File: config.mk
export PLATFORM = sky130hd
export DESIGN_NAME = three_lfsr_filtered_stream_cipher
export DESIGN_NICKNAME = d
export VERILOG_FILES = /design/src/tlfsr_pkg.sv /design/src/tlfsr_keys.sv /design/src/tlfsr_queue.sv /design/src/tlfsr_engine.sv /design/src/three_lfsr_filtered_stream_cipher.sv
export SDC_FILE = /design/constraint.sdc
export NUM_CORES = 1
export LEC_CHECK = 0
export ABC_AREA = 1
export BUFFER_PORTS_ARGS = -buffer_cell sky130_fd_sc_hd__buf_2
export CAP_MARGIN = 20
export CORE_ASPECT_RATIO = 1.2
export CORE_MARGIN = 2
export CORE_UTILIZATION = 61
export DETAILED_ROUTE_END_ITERATION = 10
export PLACE_DENSITY = 0.89
export SYNTH_ARGS = -nofsm -noshare
export SYNTH_HDL_FRONTEND = slang
export SYNTH_HIERARCHICAL = 1
export SYNTH_SLANG_ARGS = --single-unit
File: constraint.sdc
create_clock -name aclk -period 3.9 [get_ports aclk]
set_input_delay 0.39 -clock aclk [delete_from_list [all_inputs] [get_ports aclk]]
set_output_delay 0.39 -clock aclk [all_outputs]
set_load 0.05 [all_outputs]
File: src/tlfsr_pkg.sv
package tlfsr_pkg;

    // Register widths
    localparam int W_FIRST  = 41;
    localparam int W_SECOND = 43;
    localparam int W_THIRD  = 47;
    localparam int W_CFG    = 47;
    localparam int W_INDEX  = 2;
    localparam int W_BYTE   = 8;
    localparam int N_TABLES = 3;

    // Feedback tap masks
    localparam logic [W_FIRST-1:0]  TAPS_FIRST  = 41'h100_0000_0016;
    localparam logic [W_SECOND-1:0] TAPS_SECOND = 43'h400_0000_1995;
    localparam logic [W_THIRD-1:0]  TAPS_THIRD  = 47'h4000_0000_0034;

    // Combining functions, indexed by {third[0], second[0], first[0]}
    localparam logic [7:0] COMBINE_TABLES [N_TABLES] = '{8'hE8, 8'hD2, 8'hCA};

    // Configuration register indexes
    localparam logic [W_INDEX-1:0] REG_KEY_FIRST  = 2'd0;
    localparam logic [W_INDEX-1:0] REG_KEY_SECOND = 2'd1;
    localparam logic [W_INDEX-1:0] REG_KEY_THIRD  = 2'd2;

    typedef struct packed {
        logic [W_BYTE-1:0] data_byte;
        logic              last_byte;
    } in_item_t;

    typedef struct packed {
        logic [W_BYTE-1:0] result_byte;
        logic              message_end;
    } out_item_t;

    typedef struct packed {
        logic [W_FIRST-1:0]  first;
        logic [W_SECOND-1:0] second;
        logic [W_THIRD-1:0]  third;
    } key_set_t;

endpackage

File: src/tlfsr_keys.sv
module tlfsr_keys (
    input  logic                          aclk,
    input  logic                          aresetn,
    input  logic                          cfg_wr_en,
    input  logic [tlfsr_pkg::W_INDEX-1:0] cfg_index,
    input  logic [tlfsr_pkg::W_CFG-1:0]   cfg_wdata,
    output tlfsr_pkg::key_set_t           keys
);

    tlfsr_pkg::key_set_t keys_reg;
    tlfsr_pkg::key_set_t keys_next;

    // Decode the write; indexes beyond the key list are dropped
    always_comb begin
        keys_next = keys_reg;
        if (cfg_wr_en) begin
            unique case (cfg_index)
                tlfsr_pkg::REG_KEY_FIRST:
                    keys_next.first  = cfg_wdata[tlfsr_pkg::W_FIRST-1:0];
                tlfsr_pkg::REG_KEY_SECOND:
                    keys_next.second = cfg_wdata[tlfsr_pkg::W_SECOND-1:0];
                tlfsr_pkg::REG_KEY_THIRD:
                    keys_next.third  = cfg_wdata[tlfsr_pkg::W_THIRD-1:0];
                default: keys_next = keys_reg;
            endcase
        end
    end

    always_ff @(posedge aclk) begin
        if (!aresetn) begin
            keys_reg <= '0;
        end else begin
            keys_reg <= keys_next;
        end
    end

    assign keys = keys_reg;

endmodule

File: src/tlfsr_queue.sv
module tlfsr_queue (
    input  logic                aclk,
    input  logic                aresetn,
    input  logic                s_valid,
    output logic                s_ready,
    input  tlfsr_pkg::in_item_t s_data,
    output logic                q_valid,
    input  logic                q_pop,
    output tlfsr_pkg::in_item_t q_data
);

    tlfsr_pkg::in_item_t slot_reg [2];
    logic       wr_ptr_reg, wr_ptr_next;
    logic       rd_ptr_reg, rd_ptr_next;
    logic [1:0] count_reg, count_next;
    logic       push;
    logic       pop;

    assign s_ready = (count_reg != 2'd2);
    assign q_valid = (count_reg != 2'd0);
    assign q_data  = slot_reg[rd_ptr_reg];
    assign push    = s_valid && s_ready;
    assign pop     = q_pop && q_valid;

    // Advance pointers and fill count
    always_comb begin
        wr_ptr_next = push ? ~wr_ptr_reg : wr_ptr_reg;
        rd_ptr_next = pop ? ~rd_ptr_reg : rd_ptr_reg;
        count_next  = count_reg;
        if (push && !pop) begin
            count_next = count_reg + 2'd1;
        end else if (pop && !push) begin
            count_next = count_reg - 2'd1;
        end
    end

    always_ff @(posedge aclk) begin
        if (!aresetn) begin
            wr_ptr_reg <= 1'b0;
            rd_ptr_reg <= 1'b0;
            count_reg  <= 2'd0;
        end else begin
            wr_ptr_reg <= wr_ptr_next;
            rd_ptr_reg <= rd_ptr_next;
            count_reg  <= count_next;
        end
    end

    // Store the request
    always_ff @(posedge aclk) begin
        if (push) begin
            slot_reg[wr_ptr_reg] <= s_data;
        end
    end

endmodule

File: src/tlfsr_engine.sv
module tlfsr_engine (
    input  logic                 aclk,
    input  logic                 aresetn,
    input  tlfsr_pkg::key_set_t  keys,
    input  logic                 q_valid,
    output logic                 q_pop,
    input  tlfsr_pkg::in_item_t  q_data,
    output logic                 m_valid,
    input  logic                 m_ready,
    output tlfsr_pkg::out_item_t m_data
);

    logic [tlfsr_pkg::W_FIRST-1:0]  first_reg, first_next, first_adv;
    logic [tlfsr_pkg::W_SECOND-1:0] second_reg, second_next, second_adv;
    logic [tlfsr_pkg::W_THIRD-1:0]  third_reg, third_next, third_adv;
    logic [tlfsr_pkg::W_BYTE-1:0]   keystream;
    logic [2:0]                     sel;
    logic                           m_valid_reg, m_valid_next;
    tlfsr_pkg::out_item_t           m_data_reg;

    // Take the next request whenever the output register is free
    assign q_pop = q_valid && (!m_valid_reg || m_ready);

    // Eight register steps, one keystream bit each
    always_comb begin
        first_adv  = first_reg;
        second_adv = second_reg;
        third_adv  = third_reg;
        sel        = 3'd0;
        keystream  = '0;
        for (int j = 0; j < tlfsr_pkg::W_BYTE; j++) begin
            sel = {third_adv[0], second_adv[0], first_adv[0]};
            keystream[j] = tlfsr_pkg::COMBINE_TABLES[j % tlfsr_pkg::N_TABLES][sel];
            first_adv  = {^(first_adv & tlfsr_pkg::TAPS_FIRST),
                          first_adv[tlfsr_pkg::W_FIRST-1:1]};
            second_adv = {^(second_adv & tlfsr_pkg::TAPS_SECOND),
                          second_adv[tlfsr_pkg::W_SECOND-1:1]};
            third_adv  = {^(third_adv & tlfsr_pkg::TAPS_THIRD),
                          third_adv[tlfsr_pkg::W_THIRD-1:1]};
        end
    end

    // Advance the registers, or reload the keys after the last byte
    always_comb begin
        first_next  = first_reg;
        second_next = second_reg;
        third_next  = third_reg;
        if (q_pop) begin
            if (q_data.last_byte) begin
                first_next  = keys.first;
                second_next = keys.second;
                third_next  = keys.third;
            end else begin
                first_next  = first_adv;
                second_next = second_adv;
                third_next  = third_adv;
            end
        end
    end

    // Hold the result until taken
    always_comb begin
        m_valid_next = m_valid_reg;
        if (q_pop) begin
            m_valid_next = 1'b1;
        end else if (m_ready) begin
            m_valid_next = 1'b0;
        end
    end

    always_ff @(posedge aclk) begin
        if (!aresetn) begin
            first_reg   <= '0;
            second_reg  <= '0;
            third_reg   <= '0;
            m_valid_reg <= 1'b0;
        end else begin
            first_reg   <= first_next;
            second_reg  <= second_next;
            third_reg   <= third_next;
            m_valid_reg <= m_valid_next;
        end
    end

    always_ff @(posedge aclk) begin
        if (q_pop) begin
            m_data_reg.result_byte <= q_data.data_byte ^ keystream;
            m_data_reg.message_end <= q_data.last_byte;
        end
    end

    assign m_valid = m_valid_reg;
    assign m_data  = m_data_reg;

endmodule

File: src/three_lfsr_filtered_stream_cipher.sv
// Three-register filtered stream cipher, one byte per request.
//
// Input channel s_*: one plaintext or ciphertext byte per request, with a
// flag marking the last byte of a message. Output channel m_*: the byte
// XOR eight keystream bits, and the end-of-message flag copied through.
// The cfg_* port writes the three key registers (index 0, 1, 2); other
// indexes are ignored. A new key takes effect at the next reload, which
// follows every byte marked last.
//
// A request accepted on s_* is stored in the queue, then registered in the
// engine's output register. Throughput: one byte per cycle while m_ready
// is high; the engine does a byte's eight keystream steps combinationally.
// A two-entry queue sits between the input side and the engine, and the
// engine's output register holds a result while the receiver stalls; the
// input keeps accepting until the queue is full.
// Reset clears the keys and the shift registers to zero and empties the
// queue and output register.
module three_lfsr_filtered_stream_cipher (
    input  logic                          aclk,
    input  logic                          aresetn,
    input  logic                          cfg_wr_en,
    input  logic [tlfsr_pkg::W_INDEX-1:0] cfg_index,
    input  logic [tlfsr_pkg::W_CFG-1:0]   cfg_wdata,
    input  logic                          s_valid,
    output logic                          s_ready,
    input  tlfsr_pkg::in_item_t           s_data,
    output logic                          m_valid,
    input  logic                          m_ready,
    output tlfsr_pkg::out_item_t          m_data
);

    tlfsr_pkg::key_set_t keys;
    tlfsr_pkg::in_item_t q_data;
    logic                q_valid;
    logic                q_pop;

    tlfsr_keys u_keys (
        .aclk      (aclk),
        .aresetn   (aresetn),
        .cfg_wr_en (cfg_wr_en),
        .cfg_index (cfg_index),
        .cfg_wdata (cfg_wdata),
        .keys      (keys)
    );

    tlfsr_queue u_queue (
        .aclk    (aclk),
        .aresetn (aresetn),
        .s_valid (s_valid),
        .s_ready (s_ready),
        .s_data  (s_data),
        .q_valid (q_valid),
        .q_pop   (q_pop),
        .q_data  (q_data)
    );

    tlfsr_engine u_engine (
        .aclk    (aclk),
        .aresetn (aresetn),
        .keys    (keys),
        .q_valid (q_valid),
        .q_pop   (q_pop),
        .q_data  (q_data),
        .m_valid (m_valid),
        .m_ready (m_ready),
        .m_data  (m_data)
    );

endmodule

==> flow_summary.json, run 1 <==
{
  "max_cap_violations": 0,
  "n_fill_cell": 1741,
  "routedWlPerCell_um": 15.7,
  "ys.flop_type": "dfxtp_1",
  "synth_nets": 2024,
  "yosysSeqAreaShare_pct": 45.5,
  "muxShareOfSynthArea_pct": 0.889,
  "critPathMaxFanout": 65,
  "hold_ws_ns": 0.0314,
  "core_um2": 22400,
  "power_uw": 14800,
  "power_density_nw_per_um2": 976,
  "clock_latency_ns": 0.55,
  "synth-compound-area-share_pct": 12.4,
  "cp.arrival_ns": 3.24,
  "rsz0062_at_grt": "no",
  "grt_use_total_pct": 28.6,
  "grt_max_degree": 152,
  "crit_required_ns": 4.33,
  "status": "completed",
  "dieWidth_um": 142,
  "grt_pass1_vias": 11400,
  "first_iter_violations": 1392,
  "stdcell_area_um2": 15200,
  "hold_class": "input port to register",
  "cp_cell_sequence": "mux2_4 -> buf_4 -> nand2_1 -> a31oi_1 -> mux2_2",
  "synth-simple-area-share_pct": 27.0,
  "dpl_cell_area_um2": 14200,
  "die_height_um": 170,
  "syn_area_um2": 13900,
  "synth_edf_count": 27,
  "hpwl_mm": 22.5,
  "ir_drop_mv": 0.622,
  "slew_headroom_pct": 31.6,
  "gp_congestion": 0.886,
  "post_cts_resized": 0,
  "worst_pin_slew_ns": 1.03,
  "start_kind": "register",
  "cts_max_level": 1,
  "drive_gt1_share_pct": 9.06,
  "syn2layout_area_growth_pct": 8.93,
  "synth_top_family_by_area": "simple AND/OR/NAND/NOR gates",
  "antenna_cells": 0,
  "vias": 12600,
  "cts_root_buf": "clkbuf_16",
  "synth_xor_area_share_pct": 4.83,
  "period_minus_slack_ns": 2.81,
  "setup_viol": 0,
  "postCtsHoldBufs": 0,
  "cts_buffer_depth": 3,
  "avgSynthCellArea_um2": 7.11,
  "skew_ns": 0.00769,
  "fin_ws_ns": 1.09,
  "hold_viol": 0,
  "yosysWarnings": 6,
  "cp_top_family": "multiplexers",
  "cts.sinks": 303,
  "worst_path_largest_cell_delay_ns": 0.71,
  "grt_pass1_wl_mm": 56.1,
  "num_rows": 60,
  "numCtsBuffers": 28,
  "pre_cts_slack_ns": 1.13,
  "syn_inst": 1960,
  "synth_cell_types": 36,
  "drt_pass1_iterations": 5,
  "antenna_left": 0,
  "drc": 0,
  "dieArea_um2": 24100,
  "gr-total-overflow": 0,
  "ys_ff_latch": 303,
  "max_freq_ghz": 0.356,
  "vias_per_cell": 5.64,
  "worstSetupPathType": "register to register",
  "tritoncts": "done",
  "totalWireLength_mm": 35.2,
  "post_cts_buffers": 0,
  "largest_reg_flops": 131,
  "initial_core_util_pct": 62.1,
  "synthArstFlopShare_pct": 0,
  "layout.nets": 2006,
  "endpoint_kind": "register",
  "cts.clk_slew.worst_paths_ns": 0.07,
  "synthAdderAreaFrac_pct": 0.305,
  "slowest_stage": "mux2_4",
  "antenna_found_initial": 0,
  "fin_crit_sh_pct": 71.9,
  "fin_setup_tns_ns": 0,
  "maxSlewViolCount": 0,
  "leakage_uw": 0.00677,
  "path_buf_inv": 1,
  "portBuffers": 73,
  "ioPinCount": 74
}
==> routing by layer <==
layer / part of all wire (%) / vias to the layer above / wire length, um / track usage (%)
met5: 0 / - / 0 / 0
li1: - / 6167 / - / -
met1: 41 / 5814 / 14300 / 37.2
met4: 4.6 / 0 / 1630 / 13.5
met2: 48 / 577 / 16700 / 47.9
met3: 7.3 / 91 / 2560 / 2.91
==> worst paths after layout <==
path / cells past startpoint / start / endpoint / slack, ns
max: 5 / register / u_engine/keystream[5] / 1.09
min: 1 / s_data[3] / u_queue/slot_reg[1][3] / 0.03
max reg2reg: 5 / register / u_engine/keystream[5] / 1.09
min reg2reg: 2 / u_engine/third_reg[45] / u_engine/third_reg[45] / 0.48
==> through the flow <==
stage,util [%],cells
finish,67.6,2243
global route,67.6,2243
CTS,67.5,2242
detailed placement,63.3,2190
global placement,63.3,2190
floorplan,-,1960
==> worst register-to-register path: cells and delay by family (launching register included) <==
kind,cells,cell delay [ns]
muxes,2,1.07
buffers and inverters,1,0.67
DFF,1,0.58
AOI/OAI and AO/OA,1,0.25
and+or+nand+nor,1,0.13
==> cells by family (layout without fill, tap and decap cells) <==
kind of cell | count (synthesis) | in the layout
simple gates | 937 | 937
mux | 11 | 11
flops | 303 | 303
xor+xnor | 76 | 76
buf+inv | 317 | 321
compound gates | 312 | 312
fa+ha+maj | 4 | 4
==> cell usage after synthesis (all sizes together), types with 11 or more instances <==
master	instances	area share [%]
inv	184	5.0
edfxtp	27	5.8
mux2	11	0.89
nand2	579	16
o21ai	123	4.4
nand3	100	4.1
xnor2	37	2.3
xor2	39	2.5
a21oi	75	2.7
buf	56	2.1
dfxtp	276	40
clkbuf	75	2.0
nor2	252	6.8
a31oi	104	4.7
==> power by group <==
group	internal, uW	leakage [uW]	switching [uW]
Sequential	4050	0.00252	892
Combinational	2400	0.00379	4640
Clock	1640	0.000465	1200
Total	8090	0.00677	6730
==> cells in the final DEF, fill, tap and decap left out, types with 2 or more instances in the layout <==
cell,instances
nand2_4,2
clkbuf_1,3
xnor2_1,37
nand2_1,566
a31oi_1,104
nand4_1,2
a211oi_1,2
edfxtp_1,27
a21oi_1,74
dfxtp_1,276
nor3_1,2
bufinv_16,4
inv_2,4
clkbuf_16,29
inv_1,178
clkinvlp_4,3
clkinv_2,9
maj3_1,3
clkinv_1,4
nand3_4,3
nor2_1,251
o21ai_0,122
mux2_2,10
nand3_1,86
o211ai_1,7
nand3b_1,2
nand2_2,11
buf_2,72
buf_12,2
nand3_2,11
xor2_1,38
buf_4,8
==> cell type report <==
type / count / area [um^2] / area share (%)
sequential: 303 / 6340 / 41.7
tap: 279 / 349 / 2.30
clock inverter: 19 / 203 / 1.34
multi-input combinational: 1340 / 6360 / 41.9
inverter: 186 / 707 / 4.66
timing repair buffer: 83 / 472 / 3.11
clock buffer: 33 / 751 / 4.94
Note: power is estimated with default switching activity, not from simulation.
==> inputs of run 2 (changes only) <==
--- a/config.mk
+++ b/config.mk
@@ -10,9 +10,9 @@
 export CAP_MARGIN = 20
 export CORE_ASPECT_RATIO = 1.2
 export CORE_MARGIN = 2
-export CORE_UTILIZATION = 61
+export CORE_UTILIZATION = 55
 export DETAILED_ROUTE_END_ITERATION = 10
-export PLACE_DENSITY = 0.89
+export PLACE_DENSITY = 0.85
 export SYNTH_ARGS = -nofsm -noshare
 export SYNTH_HDL_FRONTEND = slang
 export SYNTH_HIERARCHICAL = 1
==> constraint.sdc (replaced) <==
create_clock -name aclk -period 2.3 [get_ports aclk]
set_input_delay 0.23 -clock aclk [delete_from_list [all_inputs] [get_ports aclk]]
set_output_delay 0.23 -clock aclk [all_outputs]
set_load 0.05 [all_outputs]
==> flow_summary.json, run 2 (synthesis gave the netlist of run 1 again) <==
{
  "clock_latency_ns": 0.55,
  "reg2reg_from": "u_engine/second_reg[10]",
  "power_density_nw_per_um2": 1620,
  "status": "completed",
  "routedWlPerCell_um": 15.9,
  "antenna_left": 0,
  "setup_viol": 0,
  "start_kind": "register",
  "drive_gt1_share_pct": 11.2,
  "layout.nets": 2086,
  "crit_required_ns": 2.75,
  "reg2reg_depth": 14,
  "final_cell_mix": "nand2_1, dfxtp_1, nor2_1",
  "startpoint": "u_engine/second_reg[10]",
  "swShare_pct": 46.4,
  "numCtsBuffers": 29,
  "core_um2": 24800,
  "syn2layout_area_growth_pct": 15.6,
  "grt_pass1_wl_mm": 59.8,
  "cp.arrival_ns": 2.63,
  "placed_cells": 2257,
  "cts.clk_slew.worst_paths_ns": 0.07,
  "drc": 0,
  "n_fill_cell": 2059,
  "first_iter_violations": 1186,
  "switchingPower_uw": 12100,
  "ir_drop_mv": 1.10,
  "hold_ws_ns": 0.0396,
  "cts_max_level": 1,
  "num_rows": 63,
  "endpoint_kind": "register",
  "worst_pin_slew_ns": 0.917,
  "max_freq_ghz": 0.458,
  "antenna_cells": 0,
  "skew_ns": 0.0133,
  "totalWireLength_mm": 37.7,
  "hold_viol": 0,
  "grt_pass1_vias": 12000,
  "fin_crit_sh_pct": 94.9,
  "critPathMaxFanout": 5,
  "crit_end": "u_engine/second_reg[42]",
  "layoutNonFillerInstCount": 2369,
  "p_comb_share_pct": 51.6,
  "max_cap_violations": 0,
  "wl_met3_mm": 2.25,
  "period_minus_slack_ns": 2.18,
  "cts_root_buf": "clkbuf_16",
  "initial_core_util_pct": 56.1,
  "gp_congestion": 0.876,
  "worstSetupPathType": "register to register",
  "seq_power_share_pct": 31.5,
  "hold_class": "input port to register",
  "p_int_uw": 14000,
  "routed.top_layer": "met4",
  "vias": 12900,
  "slew_headroom_pct": 38.9,
  "dieArea_um2": 26600,
  "tritoncts": "done",
  "dr_wl_met2_mm": 18.3,
  "antenna_found_initial": 0,
  "largest_reg_flops": 131,
  "ioPinCount": 74,
  "hpwl_mm": 24.2,
  "die_height_um": 178,
  "reg2reg_slack_ns": 0.12,
  "gr-total-overflow": 0,
  "vias_per_cell": 5.47,
  "final_common_cell": "nand2_1",
  "clkPwrFrac_pct": 16.9,
  "cts_buffer_depth": 3,
  "grt_use_total_pct": 27.9,
  "rsz0062_at_grt": "yes",
  "grt_max_degree": 105,
  "drt_pass1_iterations": 6,
  "fin_setup_tns_ns": 0,
  "wl_met1_mm": 15.3,
  "cts.sinks": 303,
  "portBuffers": 73,
  "timing.rr.end": "u_engine/second_reg[42]",
  "dieWidth_um": 149,
  "leakage_uw": 0.00715,
  "maxSlewViolCount": 0
}
## run 2: cell count changes in the layout (fill, tap and decap cells not counted), sizes merged
cell | before | now
dlygate4sd3 | 0 | 58
clkbuf | 33 | 41
clkinvlp | 3 | 0
clkinv | 14 | 13
buf | 83 | 104
inv | 184 | 185
bufinv | 4 | 0
## run 2: stage by stage
step | setup slack [ns] | util (%) | power, uW | area (um^2)
3_5_place_dp | 0.114 | 58.6 | 20600 | 14600
5_1_grt | -0.0480 | 64.9 | 27800 | 16100
2_1_floorplan | 0.0286 | - | 17500 | 13900
4_1_cts | 0.0673 | 64.4 | 25200 | 16000
6_report | 0.118 | 64.9 | 26100 | 16100
3_3_place_gp | 0.253 | 58.6 | 20100 | 14600
## run 2: final cells by class
| class | instances | area (um^2) | area share [%] |
|---|---|---|---|
| clock inverters | 12 | 63.8 | 0.396 |
| repair buffers | 162 | 1320 | 8.21 |
| well taps | 325 | 407 | 2.52 |
| clock buffers | 41 | 802 | 4.98 |
| inverters | 186 | 707 | 4.39 |
| multi-input cells | 1340 | 6440 | 40.0 |
| flip-flops and latches | 303 | 6370 | 39.5 |
## run 2: layer usage
layer  GRT usage (%)  vias up
li1                -     6311
met1            35.5     6052
met2            47.9      485
met3            2.61      101
met4            12.9        0
met5               0        -
## run 2: worst min path at each step
stage / start / end / cells past startpoint
2_1_floorplan: s_data[0] / u_queue/slot_reg[0][0] / 0
3_3_place_gp: s_data[5] / u_queue/slot_reg[0][5] / 1
3_5_place_dp: s_data[6] / u_queue/slot_reg[0][6] / 1
4_1_cts: s_valid / u_queue/wr_ptr_reg / 4
5_1_grt: s_valid / u_queue/wr_ptr_reg / 5
6_report: s_valid / u_queue/wr_ptr_reg / 5
## run 2: repair_timing
action	CTS	global route
setup buffers	0	1
hold endpoints to repair	110	0
hold buffers	58	0
gates resized for setup	0	41
endpoints found under the setup margin	0	8
## run 2: power groups by stage
stage	sequential [uW]	clock, uW	combinational (uW)
after floorplan	7950	0	9500
after global placement	8130	0	12000
after detailed placement	8190	0	12400
after CTS	8100	4460	12600
after global routing	8350	4680	14800
final	8230	4420	13500
## run 2: worst max-delay path, stage by stage, from the launching register on
cell	delay [ns]
dfxtp_2	0.41
xor2_1	0.18
xnor2_1	0.11
xnor2_1	0.37
inv_1	0.13
nand2_2	0.13
nand2_1	0.10
nand2_2	0.10
nand3_2	0.09
nand3_1	0.12
nand3_2	0.10
nand2_1	0.07
nand3_1	0.06
nand2_1	0.07
inv_1	0.04
==> inputs of run 3 (changes only) <==
--- a/config.mk
+++ b/config.mk
@@ -13,6 +13,7 @@
 export CORE_UTILIZATION = 55
 export DETAILED_ROUTE_END_ITERATION = 10
 export PLACE_DENSITY = 0.85
+export SETUP_SLACK_MARGIN = 0.4
 export SYNTH_ARGS = -nofsm -noshare
 export SYNTH_HDL_FRONTEND = slang
 export SYNTH_HIERARCHICAL = 1
==> flow_summary.json, run 3 (synthesis gave the netlist of run 1 again) <==
{
  "status": "completed",
  "fin_setup_tns_ns": 0,
  "grt_pass1_wl_mm": 62.6,
  "drive_gt1_share_pct": 17.0,
  "drt_pass1_iterations": 7,
  "slew_headroom_pct": 36.0,
  "drc": 0,
  "wl_met1_mm": 15.7,
  "worst_pin_slew_ns": 0.960,
  "hold_start": "s_valid",
  "crit_required_ns": 2.80,
  "antenna_found_initial": 0,
  "final_common_cell": "nand2_1",
  "first_iter_violations": 1509,
  "skew_ns": 0.0101,
  "dieArea_um2": 26600,
  "worstSetupPathType": "register to register",
  "min_path_cells": 4,
  "cts_max_level": 1,
  "reg2reg_depth": 13,
  "critPathMaxFanout": 4,
  "dpl_cell_area_um2": 14500,
  "cts_buffer_depth": 3,
  "clock_latency_ns": 0.57,
  "stdcell_area_um2": 17000,
  "num_rows": 63,
  "endpoint_kind": "register",
  "gp_congestion": 0.913,
  "core_um2": 24800,
  "max_freq_ghz": 0.482,
  "timing.rr.end": "u_engine/first_reg[40]",
  "initial_core_util_pct": 56.1,
  "reg2reg_slack_ns": 0.23,
  "tritoncts": "done",
  "ioPinCount": 74,
  "reg2reg_from": "u_engine/first_reg[4]",
  "pre_cts_slack_ns": 0.0707,
  "dieWidth_um": 149,
  "antenna_left": 0,
  "largest_reg_flops": 131,
  "hold_path_end": "u_queue/wr_ptr_reg",
  "numCtsBuffers": 30,
  "period_minus_slack_ns": 2.07,
  "grt_pass1_vias": 12400,
  "fin_ws_ns": 0.226,
  "cts.clk_slew.worst_paths_ns": 0.07,
  "portBuffers": 73,
  "start_kind": "register",
  "hold_viol": 0,
  "max_cap_violations": 0,
  "setup_viol": 0,
  "wl_met3_mm": 3.52,
  "routedWlPerCell_um": 17.3,
  "gr-total-overflow": 0,
  "cts_root_buf": "clkbuf_16",
  "routed.top_layer": "met4",
  "final_cell_mix": "nand2_1, nor2_1, dfxtp_1",
  "cts.sinks": 303,
  "grt_max_degree": 83,
  "n_fill_cell": 1896,
  "grt_use_total_pct": 29.3,
  "maxSlewViolCount": 0,
  "cp.arrival_ns": 2.57,
  "totalWireLength_mm": 41.6,
  "syn2layout_area_growth_pct": 22.3,
  "layout.nets": 2115,
  "rsz0062_at_grt": "yes",
  "vias_per_cell": 5.64,
  "hold_class": "input port to register",
  "antenna_cells": 0,
  "fin_crit_sh_pct": 90.2,
  "dr_wl_met2_mm": 20.0,
  "vias": 13500,
  "hpwl_mm": 24.0,
  "die_height_um": 178
}
-- run 3: cell types whose count changed in the layout (fill, tap and decap cells not counted), sizes merged --
cell / change
buf: +24
bufbuf: +1
bufinv: +2
clkbuf: -3
clkinv: +5
clkinvlp: +2
dlygate4sd3: -1
mux2: +1
-- run 3: critical path, stage by stage, from the launching register on --
cell and delay (ns):
dfxtp_4 0.38, xnor2_1 0.26, xor2_1 0.26, buf_4 0.19, nand3_4 0.11, nand3_4 0.12, nand3_4 0.12, nand2_4 0.11
nand2_4 0.05, nand3_2 0.08, nand2_2 0.06, nand3_1 0.08, nand3_2 0.09, a21oi_2 0.12
-- run 3: layer usage --
metal  global-route usage (%)  up-vias
li1                         -     6387
met2                     49.6      719
met4                     15.2        0
met3                     3.63      162
met5                        0        -
met1                     36.7     6258
-- run 3: final cells by class --
cell class	count	area (um^2)	share of cell area, %
clock inverters	20	159	0.932
repair inverters	1	8.76	0.0514
flip-flops and latches	303	6410	37.6
repair buffers	188	1590	9.34
clock buffers	36	795	4.66
well taps	325	407	2.39
inverters	186	727	4.27
multi-input cells	1341	6940	40.7
-- run 3: repair_timing --
action,in CTS,in global routing
setup endpoints to repair,21,30
pin swaps,23,45
hold buffers,57,0
gates cloned,1,4
endpoints found under the hold margin,109,0
buffers inserted,10,16
resized for setup,88,96
-- run 3: how the worst max path moves through the flow --
stage                           from                     end  slack [ns]
3_3_place_gp   u_engine/third_reg[5]  u_engine/third_reg[45]        0.18
6_report       u_engine/first_reg[4]  u_engine/first_reg[40]        0.23
3_5_place_dp   u_engine/third_reg[5]  u_engine/third_reg[45]        0.07
4_1_cts        u_engine/third_reg[5]  u_engine/third_reg[46]        0.32
2_1_floorplan               register   u_engine/keystream[7]        0.41
5_1_grt        u_engine/third_reg[5]  u_engine/third_reg[46]        0.04
-- run 3: through the flow --
| step | utilization (%) | hold WS (ns) | cells |
|---|---|---|---|
| after CTS | 66.2 | 0.00970 | 2380 |
| after floorplan | - | 0.329 | 1960 |
| after detailed placement | 58.5 | 0.425 | 2256 |
| after global placement | 58.5 | 0.422 | 2256 |
| after global routing | 68.6 | 0.0507 | 2400 |
| final | 68.6 | 0.0206 | 2400 |
Power of run 3 is left out: the tool's default activity adds up to more than one toggle a clock period on the data nets, which glitch-free logic cannot reach.
